$ cat src/rtl/hjg_pkg.sv
// ----------------------------------------------------------------------------
// hjg_pkg
// Shared types, widths, tables and saturation helpers for the hex8 Jacobian
// gradient block.
// ----------------------------------------------------------------------------
package hjg_pkg;

	localparam int COORD_BITS_DEF = 32;
	localparam int NAT_FRAC_DEF   = 14;
	localparam int NAT_W          = 16;
	localparam int SHAPE_W        = 15;
	localparam int GRAD_W         = 32;
	localparam int DET_W          = 48;
	localparam int NODE_W         = 3;
	localparam int PW             = 128;  // product / wide word width
	localparam int AW             = 64;   // jacobian sum and cofactor width
	localparam int JW             = 32;   // rounded jacobian entry width

	typedef enum logic [3:0] {
		S_IDLE,
		S_DERIV,
		S_JACC,
		S_JROUND,
		S_COF,
		S_DET,
		S_DETFIN,
		S_ODERIV,
		S_NUM,
		S_DIV,
		S_OUT
	} state_t;

	// cofactor terms: cf[m] = j[a]*j[b] - j[c]*j[d]
	typedef struct packed {
		logic [3:0] a;
		logic [3:0] b;
		logic [3:0] c;
		logic [3:0] d;
	} cof_sel_t;

	// corner sign along axis k is positive
	function automatic logic corner_pos(logic [2:0] n, logic [1:0] k);
		logic r;
		case (k)
			2'd0:    r = n[0] ^ n[1];
			2'd1:    r = n[1];
			default: r = n[2];
		endcase
		return r;
	endfunction

	// row of a 3x3 walk index
	function automatic logic [1:0] walk_row(logic [3:0] i);
		logic [1:0] r;
		case (i)
			4'd0, 4'd1, 4'd2: r = 2'd0;
			4'd3, 4'd4, 4'd5: r = 2'd1;
			default:          r = 2'd2;
		endcase
		return r;
	endfunction

	// column of a 3x3 walk index
	function automatic logic [1:0] walk_col(logic [3:0] i);
		logic [1:0] r;
		case (i)
			4'd0, 4'd3, 4'd6: r = 2'd0;
			4'd1, 4'd4, 4'd7: r = 2'd1;
			default:          r = 2'd2;
		endcase
		return r;
	endfunction

	function automatic cof_sel_t cof_sel(logic [3:0] m);
		cof_sel_t s;
		case (m)
			4'd0:    s = '{4'd4, 4'd8, 4'd5, 4'd7};
			4'd1:    s = '{4'd5, 4'd6, 4'd3, 4'd8};
			4'd2:    s = '{4'd3, 4'd7, 4'd4, 4'd6};
			4'd3:    s = '{4'd2, 4'd7, 4'd1, 4'd8};
			4'd4:    s = '{4'd0, 4'd8, 4'd2, 4'd6};
			4'd5:    s = '{4'd1, 4'd6, 4'd0, 4'd7};
			4'd6:    s = '{4'd1, 4'd5, 4'd2, 4'd4};
			4'd7:    s = '{4'd2, 4'd3, 4'd0, 4'd5};
			default: s = '{4'd0, 4'd4, 4'd1, 4'd3};
		endcase
		return s;
	endfunction

	function automatic logic signed [AW-1:0] sat64(logic signed [PW-1:0] v);
		logic signed [PW-1:0] hi;
		logic signed [PW-1:0] lo;
		hi = PW'({1'b0, {(AW-1){1'b1}}});
		lo = -hi - PW'(1);
		if (v > hi) return AW'(hi);
		if (v < lo) return AW'(lo);
		return v[AW-1:0];
	endfunction

	function automatic logic signed [DET_W-1:0] sat48(logic signed [PW-1:0] v);
		logic signed [PW-1:0] hi;
		logic signed [PW-1:0] lo;
		hi = PW'({1'b0, {(DET_W-1){1'b1}}});
		lo = -hi - PW'(1);
		if (v > hi) return DET_W'(hi);
		if (v < lo) return DET_W'(lo);
		return v[DET_W-1:0];
	endfunction

	function automatic logic signed [JW-1:0] sat32(logic signed [PW-1:0] v);
		logic signed [PW-1:0] hi;
		logic signed [PW-1:0] lo;
		hi = PW'({1'b0, {(JW-1){1'b1}}});
		lo = -hi - PW'(1);
		if (v > hi) return JW'(hi);
		if (v < lo) return JW'(lo);
		return v[JW-1:0];
	endfunction

endpackage

$ cat src/rtl/hjg_mul.sv
// ----------------------------------------------------------------------------
// hjg_mul
// Shared shift-add multiplier, signed 64 x 64 to 128, one adder step a cycle.
// ----------------------------------------------------------------------------
module hjg_mul (
	input  logic                         clk,
	input  logic                         arst_n,
	input  logic                         start,
	input  logic signed [hjg_pkg::AW-1:0] a,
	input  logic signed [hjg_pkg::AW-1:0] b,
	output logic                         done,
	output logic signed [hjg_pkg::PW-1:0] p
);
	import hjg_pkg::*;

	logic          busy_q;
	logic          done_q;
	logic          neg_q;
	logic [PW-1:0] acc_q;
	logic [PW-1:0] am_q;
	logic [AW-1:0] bm_q;
	logic [PW-1:0] p_q;
	logic [AW-1:0] a_mag;
	logic [AW-1:0] b_mag;

	assign a_mag = a[AW-1] ? AW'(-a) : AW'(a);
	assign b_mag = b[AW-1] ? AW'(-b) : AW'(b);

	always_ff @(posedge clk or negedge arst_n) begin
		if (!arst_n) begin
			busy_q <= 1'b0;
			done_q <= 1'b0;
		end else if (start) begin
			busy_q <= 1'b1;
			done_q <= 1'b0;
		end else if (busy_q && bm_q == '0) begin
			busy_q <= 1'b0;
			done_q <= 1'b1;
		end else begin
			done_q <= 1'b0;
		end
	end

	always_ff @(posedge clk) begin
		if (start) begin
			acc_q <= '0;
			am_q  <= PW'(a_mag);
			bm_q  <= b_mag;
			neg_q <= a[AW-1] ^ b[AW-1];
		end else if (busy_q) begin
			if (bm_q == '0) begin
				p_q <= neg_q ? PW'(-acc_q) : acc_q;
			end else begin
				if (bm_q[0]) acc_q <= acc_q + am_q;
				am_q <= {am_q[PW-2:0], 1'b0};
				bm_q <= {1'b0, bm_q[AW-1:1]};
			end
		end
	end

	assign done = done_q;
	assign p    = p_q;

endmodule

$ cat config.mk
export PLATFORM = sky130hd
export DESIGN_NAME = hjg_mul
export DESIGN_NICKNAME = d
export VERILOG_FILES = /design/src/rtl/hjg_pkg.sv /design/src/rtl/hjg_mul.sv
export SDC_FILE = /design/constraint.sdc
export NUM_CORES = 1
export LEC_CHECK = 0
export BUFFER_PORTS_ARGS = -buffer_cell sky130_fd_sc_hd__buf_2
export CAP_MARGIN = 10
export CELL_PAD_IN_SITES_DETAIL_PLACEMENT = 2
export CELL_PAD_IN_SITES_GLOBAL_PLACEMENT = 2
export CORE_UTILIZATION = 40
export CTS_BUF_LIST = sky130_fd_sc_hd__clkbuf_16
export CTS_CLUSTER_SIZE = 28
export DETAILED_ROUTE_END_ITERATION = 8
export PLACE_DENSITY = 0.88
export SLEW_MARGIN = 20
export SYNTH_ARGS = -nofsm -noshare
export SYNTH_HDL_FRONTEND = slang
export SYNTH_SLANG_ARGS = --single-unit
$ cat constraint.sdc
create_clock -name clk -period 10.7 [get_ports clk]
set_input_delay 1.07 -clock clk [delete_from_list [all_inputs] [get_ports clk]]
set_output_delay 1.07 -clock clk [all_outputs]
set_load 0.01 [all_outputs]
==> impl_metrics.env <==
export IMPL_drive_gt1_share_pct=11.6
export IMPL_grt_pass1_wl_um=179000
export IMPL_cts_setup_buffers=0
export IMPL_comb_power_share_pct=37.9
export IMPL_drt_iter0_markers=1754
export IMPL_power_frac_clock_pct=27.7
export IMPL_p_int_mw=4.05
export IMPL_reg2reg_depth=12
export IMPL_cts_resized=0
export IMPL_die_area_um2=74700
export IMPL_hold_ws_ps=262
export IMPL_fillers=8054
export IMPL_grt_pass1_vias=29600
export IMPL_status="completed"
export IMPL_core_um2=73000
export IMPL_h_tree_depth=2
export IMPL_synth_most_common_cell="a21oi_1"
export IMPL_hold_path_class="in -> async"
export IMPL_async_flop_share_pct=0.443
export IMPL_multi_input_area_um2=16900
export IMPL_yosysTopAreaCell="edfxtp_1"
export IMPL_timing_worst_slew_pin_value_ps=1110
export IMPL_switching_share_pct=40.1
export IMPL_min_period_ps=5790
export IMPL_hpwl_um=86400
export IMPL_synth_seq_cells=451
export IMPL_drc=0
export IMPL_p_leak_nw=13.1
export IMPL_synthToLayoutAreaGrowth_pct=12.8
export IMPL_io_pins=260
export IMPL_start_util_pct=40.4
export IMPL_synth_top_area_share_pct=26.2
export IMPL_wl_um=117000
export IMPL_synthTopCellsByArea="edfxtp_1, dfxtp_1, a21oi_1, xnor2_1, ha_1"
export IMPL_final_hold_violation_count=0
export IMPL_ctsLongestPathBuffers=3
export IMPL_routedWlPerCell_um=25.7
export IMPL_power_switching_mw=2.71
export IMPL_power_mw=6.76
export IMPL_setup_tns_ps=0
export IMPL_slew_viol_final=0
export IMPL_startpoint_type="flip-flop"
export IMPL_fin_skew_ps=56.5
export IMPL_gp_congestion=0.931
export IMPL_synth_ff_type="edfxtp_1"
export IMPL_critical_path_class="reg -> reg"
export IMPL_clk_pin_slew_ps=60
export IMPL_syn_inst=3403
export IMPL_grt_util_all_layers_pct=30.6
export IMPL_ant_nets=0
export IMPL_rsz0062_at_grt="no"
export IMPL_cts_buffers=53
export IMPL_fin_crit_sh_pct=54.1
export IMPL_fmax_ghz=0.173
export IMPL_nNetsFinal=3815
export IMPL_yosys_warnings=0
export IMPL_synth_avg_cell_area_um2=8.66
export IMPL_syn_nets=3665
export IMPL_grt_start_max_net_pins=200
export IMPL_num_vias=27900
export IMPL_cp_arrival_ps=6170
export IMPL_maxCapViolCount=0
export IMPL_cts_tree="built"
export IMPL_netlist_area_um2=29500
export IMPL_placed_cell_area_um2=31500
export IMPL_synth_edf_count=257
export IMPL_maxSlewHeadroom_pct=25.7
export IMPL_overflow=0
export IMPL_drt_pass1_iterations=5
export IMPL_antenna_found_initial=5
export IMPL_fin_util_pct=45.5
export IMPL_num_rows=99
export IMPL_viasPerCell=6.13
export IMPL_clock_tree_root_cell="clkbuf_16"
export IMPL_die_width_um=273
export IMPL_cts_sinks=451
export IMPL_ys_types=71
export IMPL_ys_seq_area_share_pct=39.4
export IMPL_finalSetupViolCount=0
export IMPL_synth_top_cells_by_count="a21oi_1, nand2_1, nor2_1"
export IMPL_seqCellArea_um2=11600
export IMPL_dieHeight_um=273
export IMPL_power_frac_seq_pct=34.4
export IMPL_clk_latency_ps=640
export IMPL_cts_hold_buf=0
export IMPL_worstPathRequired_ps=11090
export IMPL_ir_drop_mv=0.132
export IMPL_fin_area_um2=33200
export IMPL_endpoint_kind="flip-flop"
export IMPL_p_per_area_nw_per_um2=203
export IMPL_crit_path_max_fanout=9
export IMPL_port_buffers=259
-- cell usage in the layout (no fill, tap or decap), drive strengths merged, types with 6 or more instances in the layout --
| cell type | count |
|---|---|
| or3 | 52 |
| a311oi | 6 |
| a211o | 7 |
| mux2i | 70 |
| o41ai | 44 |
| nand4 | 77 |
| xnor2 | 192 |
| a21o | 54 |
| edfxtp | 257 |
| dfxtp | 192 |
| xor2 | 159 |
| o21bai | 39 |
| mux2 | 9 |
| or2 | 32 |
| nand2b | 25 |
| ha | 130 |
| a211oi | 12 |
| and3 | 12 |
| nand2 | 389 |
| bufinv | 6 |
| nor4 | 39 |
| buf | 282 |
| inv | 72 |
| nand3 | 46 |
| clkbuf | 55 |
| clkinv | 25 |
| o21ai | 214 |
| nor3 | 58 |
| a21boi | 10 |
| and4 | 6 |
| o31ai | 83 |
| o21a | 22 |
| a21oi | 411 |
| o211ai | 14 |
| or4 | 56 |
| a31oi | 14 |
| nor2b | 16 |
| nor2 | 338 |
-- flip-flops by register name, summed over array words and instances (netlist names) --
| register | flops |
|---|---|
| bm_q | 64 |
| busy_q | 1 |
| done | 1 |
| acc_q | 128 |
| am_q | 128 |
| neg_q | 1 |
| p | 128 |
-- layer usage --
layer	part of all wire [%]	wire length [um]	global-route usage [%]	up-vias
met2	48	56800	52.3	716
met4	2.7	3220	9.16	8
met3	4.9	5700	3.77	202
li1	-	-	-	12800
met1	44	51400	40.4	14300
met5	0.052	61	0	-
-- area by class of cell --
type / count / area share, %
tap: 959 / 3.61
timing repair buffer: 282 / 4.50
clock inverter: 45 / 1.11
multi-input combinational: 2702 / 51.0
inverter: 63 / 0.712
clock buffer: 55 / 4.14
sequential: 451 / 35.0
antenna: 2 / 0.0151
-- cell families (layout without fill, tap and decap cells) --
kind of cell | Yosys count | count (layout) | share of synthesized area (%)
XOR/XNOR | 351 | 351 | 10.4
AO/OA/AOI/OAI | 978 | 978 | 20.1
AND/OR/NAND/NOR | 1163 | 1163 | 18.5
buffers and inverters | 250 | 445 | 3.19
multiplexers | 79 | 79 | 2.72
flip-flops | 451 | 451 | 39.4
other | 0 | 2 | 0
adder cells (fa/ha/maj) | 131 | 131 | 5.59
-- critical path, stage by stage (launching register included) --
cell	delay [ps]
dfxtp_1	390
or4_1	610
or3_1	450
or4_1	640
nor3_1	670
nand2b_1	410
or3_1	520
nor2_1	210
nand4_1	380
or2_1	500
or4_1	480
o21ai_1	190
xnor2_1	80
-- metrics by stage --
stage / cells / setup slack (ps)
2_1_floorplan: 3403 / 5140
3_3_place_gp: 4457 / 4790
3_5_place_dp: 4457 / 4680
4_1_cts: 4557 / 5010
5_1_grt: 4558 / 4650
6_report: 4559 / 4910
-- path summary, 6_finish.rpt --
check	start	endpoint	slack (ps)
worst max-delay path	acc_q[26]	p[119]	4910
worst min-delay path	arst_n	busy_q	260
worst max register to register	acc_q[26]	p[119]	4910
worst min register to register	acc_q[103]	acc_q[103]	520
max in group asynchronous	arst_n	done	10330
min in group clk	acc_q[103]	acc_q[103]	520
-- power groups by stage --
| stage | clock network (mW) | logic, mW | registers [mW] |
|---|---|---|---|
| after floorplan | 0 | 1.72 | 2.24 |
| after global placement | 0 | 2.35 | 2.33 |
| after detailed placement | 0 | 2.46 | 2.35 |
| after CTS | 1.89 | 2.53 | 2.32 |
| after global routing | 1.95 | 2.77 | 2.34 |
| final | 1.87 | 2.56 | 2.32 |
Power figures use the tool's default switching activity.
