`src/rtl/hjg_pkg.sv`:
```
// ----------------------------------------------------------------------------
// hjg_pkg
// Shared types, widths, tables and saturation helpers for the hex8 Jacobian
// gradient block.
// ----------------------------------------------------------------------------
package hjg_pkg;

	localparam int COORD_BITS_DEF = 32;
	localparam int NAT_FRAC_DEF   = 14;
	localparam int NAT_W          = 16;
	localparam int SHAPE_W        = 15;
	localparam int GRAD_W         = 32;
	localparam int DET_W          = 48;
	localparam int NODE_W         = 3;
	localparam int PW             = 128;  // product / wide word width
	localparam int AW             = 64;   // jacobian sum and cofactor width
	localparam int JW             = 32;   // rounded jacobian entry width

	typedef enum logic [3:0] {
		S_IDLE,
		S_DERIV,
		S_JACC,
		S_JROUND,
		S_COF,
		S_DET,
		S_DETFIN,
		S_ODERIV,
		S_NUM,
		S_DIV,
		S_OUT
	} state_t;

	// cofactor terms: cf[m] = j[a]*j[b] - j[c]*j[d]
	typedef struct packed {
		logic [3:0] a;
		logic [3:0] b;
		logic [3:0] c;
		logic [3:0] d;
	} cof_sel_t;

	// corner sign along axis k is positive
	function automatic logic corner_pos(logic [2:0] n, logic [1:0] k);
		logic r;
		case (k)
			2'd0:    r = n[0] ^ n[1];
			2'd1:    r = n[1];
			default: r = n[2];
		endcase
		return r;
	endfunction

	// row of a 3x3 walk index
	function automatic logic [1:0] walk_row(logic [3:0] i);
		logic [1:0] r;
		case (i)
			4'd0, 4'd1, 4'd2: r = 2'd0;
			4'd3, 4'd4, 4'd5: r = 2'd1;
			default:          r = 2'd2;
		endcase
		return r;
	endfunction

	// column of a 3x3 walk index
	function automatic logic [1:0] walk_col(logic [3:0] i);
		logic [1:0] r;
		case (i)
			4'd0, 4'd3, 4'd6: r = 2'd0;
			4'd1, 4'd4, 4'd7: r = 2'd1;
			default:          r = 2'd2;
		endcase
		return r;
	endfunction

	function automatic cof_sel_t cof_sel(logic [3:0] m);
		cof_sel_t s;
		case (m)
			4'd0:    s = '{4'd4, 4'd8, 4'd5, 4'd7};
			4'd1:    s = '{4'd5, 4'd6, 4'd3, 4'd8};
			4'd2:    s = '{4'd3, 4'd7, 4'd4, 4'd6};
			4'd3:    s = '{4'd2, 4'd7, 4'd1, 4'd8};
			4'd4:    s = '{4'd0, 4'd8, 4'd2, 4'd6};
			4'd5:    s = '{4'd1, 4'd6, 4'd0, 4'd7};
			4'd6:    s = '{4'd1, 4'd5, 4'd2, 4'd4};
			4'd7:    s = '{4'd2, 4'd3, 4'd0, 4'd5};
			default: s = '{4'd0, 4'd4, 4'd1, 4'd3};
		endcase
		return s;
	endfunction

	function automatic logic signed [AW-1:0] sat64(logic signed [PW-1:0] v);
		logic signed [PW-1:0] hi;
		logic signed [PW-1:0] lo;
		hi = PW'({1'b0, {(AW-1){1'b1}}});
		lo = -hi - PW'(1);
		if (v > hi) return AW'(hi);
		if (v < lo) return AW'(lo);
		return v[AW-1:0];
	endfunction

	function automatic logic signed [DET_W-1:0] sat48(logic signed [PW-1:0] v);
		logic signed [PW-1:0] hi;
		logic signed [PW-1:0] lo;
		hi = PW'({1'b0, {(DET_W-1){1'b1}}});
		lo = -hi - PW'(1);
		if (v > hi) return DET_W'(hi);
		if (v < lo) return DET_W'(lo);
		return v[DET_W-1:0];
	endfunction

	function automatic logic signed [JW-1:0] sat32(logic signed [PW-1:0] v);
		logic signed [PW-1:0] hi;
		logic signed [PW-1:0] lo;
		hi = PW'({1'b0, {(JW-1){1'b1}}});
		lo = -hi - PW'(1);
		if (v > hi) return JW'(hi);
		if (v < lo) return JW'(lo);
		return v[JW-1:0];
	endfunction

endpackage

```
`src/rtl/hjg_div.sv`:
```
// ----------------------------------------------------------------------------
// hjg_div
// Restoring divider: (num << SH) / den, rounded half away from zero,
// saturated to 32 bits; one quotient bit a cycle.
// ----------------------------------------------------------------------------
module hjg_div #(
	parameter int SH = 32 - hjg_pkg::NAT_FRAC_DEF
) (
	input  logic                           clk,
	input  logic                           arst_n,
	input  logic                           start,
	input  logic signed [hjg_pkg::PW-1:0]   num,
	input  logic signed [hjg_pkg::PW-1:0]   den,
	output logic                           done,
	output logic signed [hjg_pkg::JW-1:0]   quo
);
	import hjg_pkg::*;

	localparam int CW = $clog2(PW);

	logic          busy_q;
	logic          fin_q;
	logic          done_q;
	logic [CW-1:0] cnt_q;
	logic          neg_q;
	logic [PW-1:0] nq_q;
	logic [PW-1:0] r_q;
	logic [PW-1:0] q_q;
	logic [PW-1:0] d_q;
	logic signed [JW-1:0] quo_q;
	logic [PW-1:0] n_mag;
	logic [PW-1:0] d_mag;
	logic [PW:0]   rs;
	logic          ge;
	logic [PW-1:0] q_rnd;
	logic signed [PW-1:0] q_sgn;

	assign n_mag = num[PW-1] ? PW'(-num) : PW'(num);
	assign d_mag = den[PW-1] ? PW'(-den) : PW'(den);
	assign rs    = {r_q, nq_q[PW-1]};
	assign ge    = rs >= {1'b0, d_q};
	assign q_rnd = (r_q >= d_q - r_q) ? q_q + PW'(1) : q_q;
	assign q_sgn = neg_q ? PW'(-q_rnd) : PW'(q_rnd);

	always_ff @(posedge clk or negedge arst_n) begin
		if (!arst_n) begin
			busy_q <= 1'b0;
			fin_q  <= 1'b0;
			done_q <= 1'b0;
			cnt_q  <= '0;
		end else begin
			done_q <= 1'b0;
			if (start) begin
				busy_q <= 1'b1;
				fin_q  <= 1'b0;
				cnt_q  <= '0;
			end else if (busy_q) begin
				cnt_q <= cnt_q + CW'(1);
				if (cnt_q == CW'(PW - 1)) begin
					busy_q <= 1'b0;
					fin_q  <= 1'b1;
				end
			end else if (fin_q) begin
				fin_q  <= 1'b0;
				done_q <= 1'b1;
			end
		end
	end

	always_ff @(posedge clk) begin
		if (start) begin
			nq_q  <= n_mag << SH;
			d_q   <= d_mag;
			r_q   <= '0;
			q_q   <= '0;
			neg_q <= num[PW-1] ^ den[PW-1];
		end else if (busy_q) begin
			r_q  <= ge ? PW'(rs - {1'b0, d_q}) : rs[PW-1:0];
			q_q  <= {q_q[PW-2:0], ge};
			nq_q <= {nq_q[PW-2:0], 1'b0};
		end else if (fin_q) begin
			quo_q <= sat32(q_sgn);
		end
	end

	assign done = done_q;
	assign quo  = quo_q;

endmodule
```
`config.mk`:
```
export PLATFORM = sky130hd
export DESIGN_NAME = hjg_div
export DESIGN_NICKNAME = d
export VERILOG_FILES = /design/src/rtl/hjg_pkg.sv /design/src/rtl/hjg_div.sv
export SDC_FILE = /design/constraint.sdc
export NUM_CORES = 2
export LEC_CHECK = 0
export BUFFER_PORTS_ARGS = -buffer_cell sky130_fd_sc_hd__buf_2
export CORE_MARGIN = 4
export CORE_UTILIZATION = 40
export CTS_CLUSTER_SIZE = 24
export DETAILED_ROUTE_END_ITERATION = 7
export GPL_TIMING_DRIVEN = 0
export PLACE_DENSITY = 0.57
export SLEW_MARGIN = 40
export SYNTH_ARGS = -nofsm -noshare
export SYNTH_HDL_FRONTEND = slang
export SYNTH_SLANG_ARGS = --single-unit
```
`constraint.sdc`:
```
create_clock -name clk -period 11.2 [get_ports clk]
set_input_delay 0.56 -clock clk [delete_from_list [all_inputs] [get_ports clk]]
set_output_delay 0.56 -clock clk [all_outputs]
set_load 0.02 [all_outputs]
```
==> summary.txt <==
setup tns final -> -20.98 ns
R2R cell count -> 53
initial antenna violation count -> 15
critical path class -> flip-flop to flip-flop
Seq pwr share -> 26.8%
post-route non-filler standard cell count -> 8,854
pwr/cell area -> 155.1 nW/um^2
post-synth top area cell -> edfxtp_1
CTS Buffer Depth -> 3
reg2reg end -> quo[3]
asr flop ratio synth -> 1.862%
DR DRC count -> 0
status -> finished with violations
CTS Root Cell -> clkbuf_16
Mapped Cells -> 6,596
CTS tree -> yes
Synth Cell Area -> 52,540 sq um
Yosys reg bits -> 537
global-route wire length before repair -> 308,000 microns
Worst-path clk slew -> 0.05 ns
leak pwr -> 25.48 nW
most area-consuming cells after synthesis -> edfxtp_1 15%, dfxtp_1 9.8%, ha_1 9.2%
most common cell after layout, fill and taps aside -> nor2_1
commonest cells after routing, fill and taps aside -> 576 x nor2_1, 565 x nand2_1, 505 x a21oi_1
Critical Path Slowest Stage Cell -> or4b_1
drt pass-1 iters -> 6
VDD IR max -> 204.2 uV
wire per inst -> 23.48 microns
Final Hold Fails -> 0
CP required -> 11.62 ns
Clk pwr share -> 25.7%
CTS Buf Count -> 73
core area -> 130,000 sq um
Die Span Y -> 370.4 microns
reg2reg start -> d_q[0]
global route overflow -> 0
Sw Share -> 40.29%
register area share after synthesis -> 25.72%
Initial Utilization -> 40.42%
fin worst setup slack -> -0.7428 ns
vias in the first global route -> 49.96k
Syn-to-layout area delta -> 16.68%
Psw -> 3.831 mW
Setup WS pre-CTS -> -5.514 ns
Mapped Nets -> 7,245
Final nets -> 7,690
Die X -> 370.4 microns
fmax -> 83.73 MHz
# setup viols final -> 31
total of max-cap violations -> 0
endpoint class of the critical path -> flip-flop
Worst-Margin Slew -> 0.9702 ns
Worst setup endpoint -> quo[3]
CP max FO -> 10
Post-Place Cells -> 8,621
row count -> 132
worst path arrival time -> 12.36 ns
Yosys cell types -> 110
Fin Clk Skew -> 0.03397 ns
failing checks -> negative setup slack
Detailed Route WL -> 207,900 microns
CTS H-tree depth -> 3
top-area cell type share of the netlist area -> 15.49%
combinational power share -> 47.5%
layout cells sized above 1 -> 13.76%
Placement Cell Area -> 56,470 sq um
Hold Slack -> 0.09874 ns
minimum clock period -> 11.94 ns
Crit. Startpoint -> d_q[0]
synth warn -> 0
die area -> 137,200 sq um
RSZ-0062 raised after global routing -> yes
via count -> 52.35k
CP peak stage delay -> 0.64 ns
Synth Area per Inst -> 7.965 sq um
largest net degree at the start of global routing -> 67
GP Congestion -> 0.9706
Final ANT Viol Nets -> 0
Iteration-0 DRC Markers -> 4,481
clock sinks -> 537
prevailing post-synth register cell -> edfxtp_1
internal power -> 5.677 mW
drt via density -> 5.912
PortBufs -> 274
Slew headroom -> 35.32%
Hold Path Class -> input port to flip-flop
Final HPWL DP -> 165,000 microns
total global-route track usage -> 29.13%
crit path launch type -> flip-flop
Design Area, Final -> 61,300 sq um
Pins Over Slew Limit -> 0
flop-to-flop setup slack -> -0.74 ns
worst-skew pair later-pin latency -> 0.70 ns
Tcrit/Tclk final -> 106.6%
FILL cells -> 13.11k
# IOs -> 292
number of flops mapped to enable cells by yosys -> 271
cell families after synthesis:
| kind of cell | Yosys count | share of synthesized area (%) |
|---|---|---|
| DFF | 537 | 25.72 |
| and+or+nand+nor | 2209 | 20.79 |
| muxes | 179 | 3.513 |
| adders and majority gates | 390 | 9.317 |
| buffers and inverters | 709 | 5.430 |
| AOI/OAI and AO/OA | 1820 | 22.70 |
| xor gates and xnor gates | 752 | 12.54 |
critical path, delay by kind of cell (launching register included):
| kind | cells | cell delay, ns |
|---|---|---|
| flip-flops | 1 | 0.37 |
| buffers and inverters | 13 | 2.49 |
| AO/OA/AOI/OAI | 21 | 4.51 |
| adder cells (fa/ha/maj) | 3 | 0.67 |
| AND/OR/NAND/NOR | 14 | 3.15 |
| XOR/XNOR | 2 | 0.45 |
cell usage after synthesis (71+ instances only):
| cell | count |
|---|---|
| nand2_1 | 570 |
| ha_1 | 388 |
| a21oi_1 | 517 |
| nor3_1 | 118 |
| nand4_1 | 148 |
| clkbuf_1 | 285 |
| nor2_1 | 585 |
| xnor2_1 | 446 |
| nor4_1 | 71 |
| o21ai_0 | 346 |
| xor2_1 | 306 |
| mux2i_1 | 145 |
| nand3_1 | 201 |
| inv_1 | 338 |
| o31ai_1 | 95 |
| nand2b_1 | 75 |
| edfxtp_1 | 271 |
| a21o_1 | 226 |
| dfxtp_1 | 256 |
| or3_1 | 74 |
how the worst min path moves through the flow:
stage / slack [ns] / cells past startpoint / to / startpoint
2_1_floorplan: 0.26 / 0 / busy_q / arst_n
4_1_cts: 0.06 / 1 / d_q[0] / den[0]
5_1_grt: 0.08 / 1 / d_q[0] / den[0]
3_3_place_gp: 0.46 / 1 / done / arst_n
3_5_place_dp: 0.47 / 1 / done / arst_n
6_report: 0.1 / 1 / d_q[0] / den[0]
registers in the layout (all words and copies together) (netlist names):
| signal | flops |
|---|---|
| busy_q | 1 |
| cnt_q | 7 |
| d_q | 128 |
| done | 1 |
| fin_q | 1 |
| neg_q | 1 |
| nq_q | 110 |
| q_q | 128 |
| quo | 32 |
| r_q | 128 |
metrics by stage:
step / power (mW) / utilization (%)
3_5_place_dp: 6.528 / 43.45
3_3_place_gp: 6.480 / 43.15
5_1_grt: 10.09 / 47.15
2_1_floorplan: 5.374 / -
6_report: 9.508 / 47.16
4_1_cts: 9.314 / 46.61
power groups by stage:
stage | Sequential, mW | Clock, mW | Combinational (mW)
2_1_floorplan | 2.51 | 0 | 2.87
3_3_place_gp | 2.59 | 0 | 3.89
3_5_place_dp | 2.58 | 0 | 3.94
4_1_cts | 2.55 | 2.49 | 4.27
5_1_grt | 2.57 | 2.57 | 4.95
6_report | 2.55 | 2.44 | 4.52
layout make-up:
class	count	area, sq um	share of cell area [%]
antenna	11	27.53	0.04490
clock inverter	44	529.3	0.8633
clock buffer	91	1934	3.155
inverter	341	1280	2.088
buffer	348	1689	2.755
tap	1742	2180	3.555
multi-input combinational	5350	37590	61.32
timing repair buffer	390	2532	4.131
sequential	537	13540	22.09
routing by layer:
metal  GRT usage, %  part of all wire (%)  vias up
li1               -                     -    25000
met2          44.96                    43     1911
met3          6.501                   7.9      397
met4          10.67                   4.0        4
met1          39.79                    45    25030
met5              0                 0.013        -
what timing repair did:
item / in CTS / in global routing
buffers inserted: 74 / 29
gates cloned: 2 / 2
gates resized for setup: 205 / 95
setup endpoints to repair: 32 / 32
pin swaps: 68 / 62
hold endpoints to repair: 10 / 0
hold buffers: 1 / 0
(Power assumes the default switching activity.)
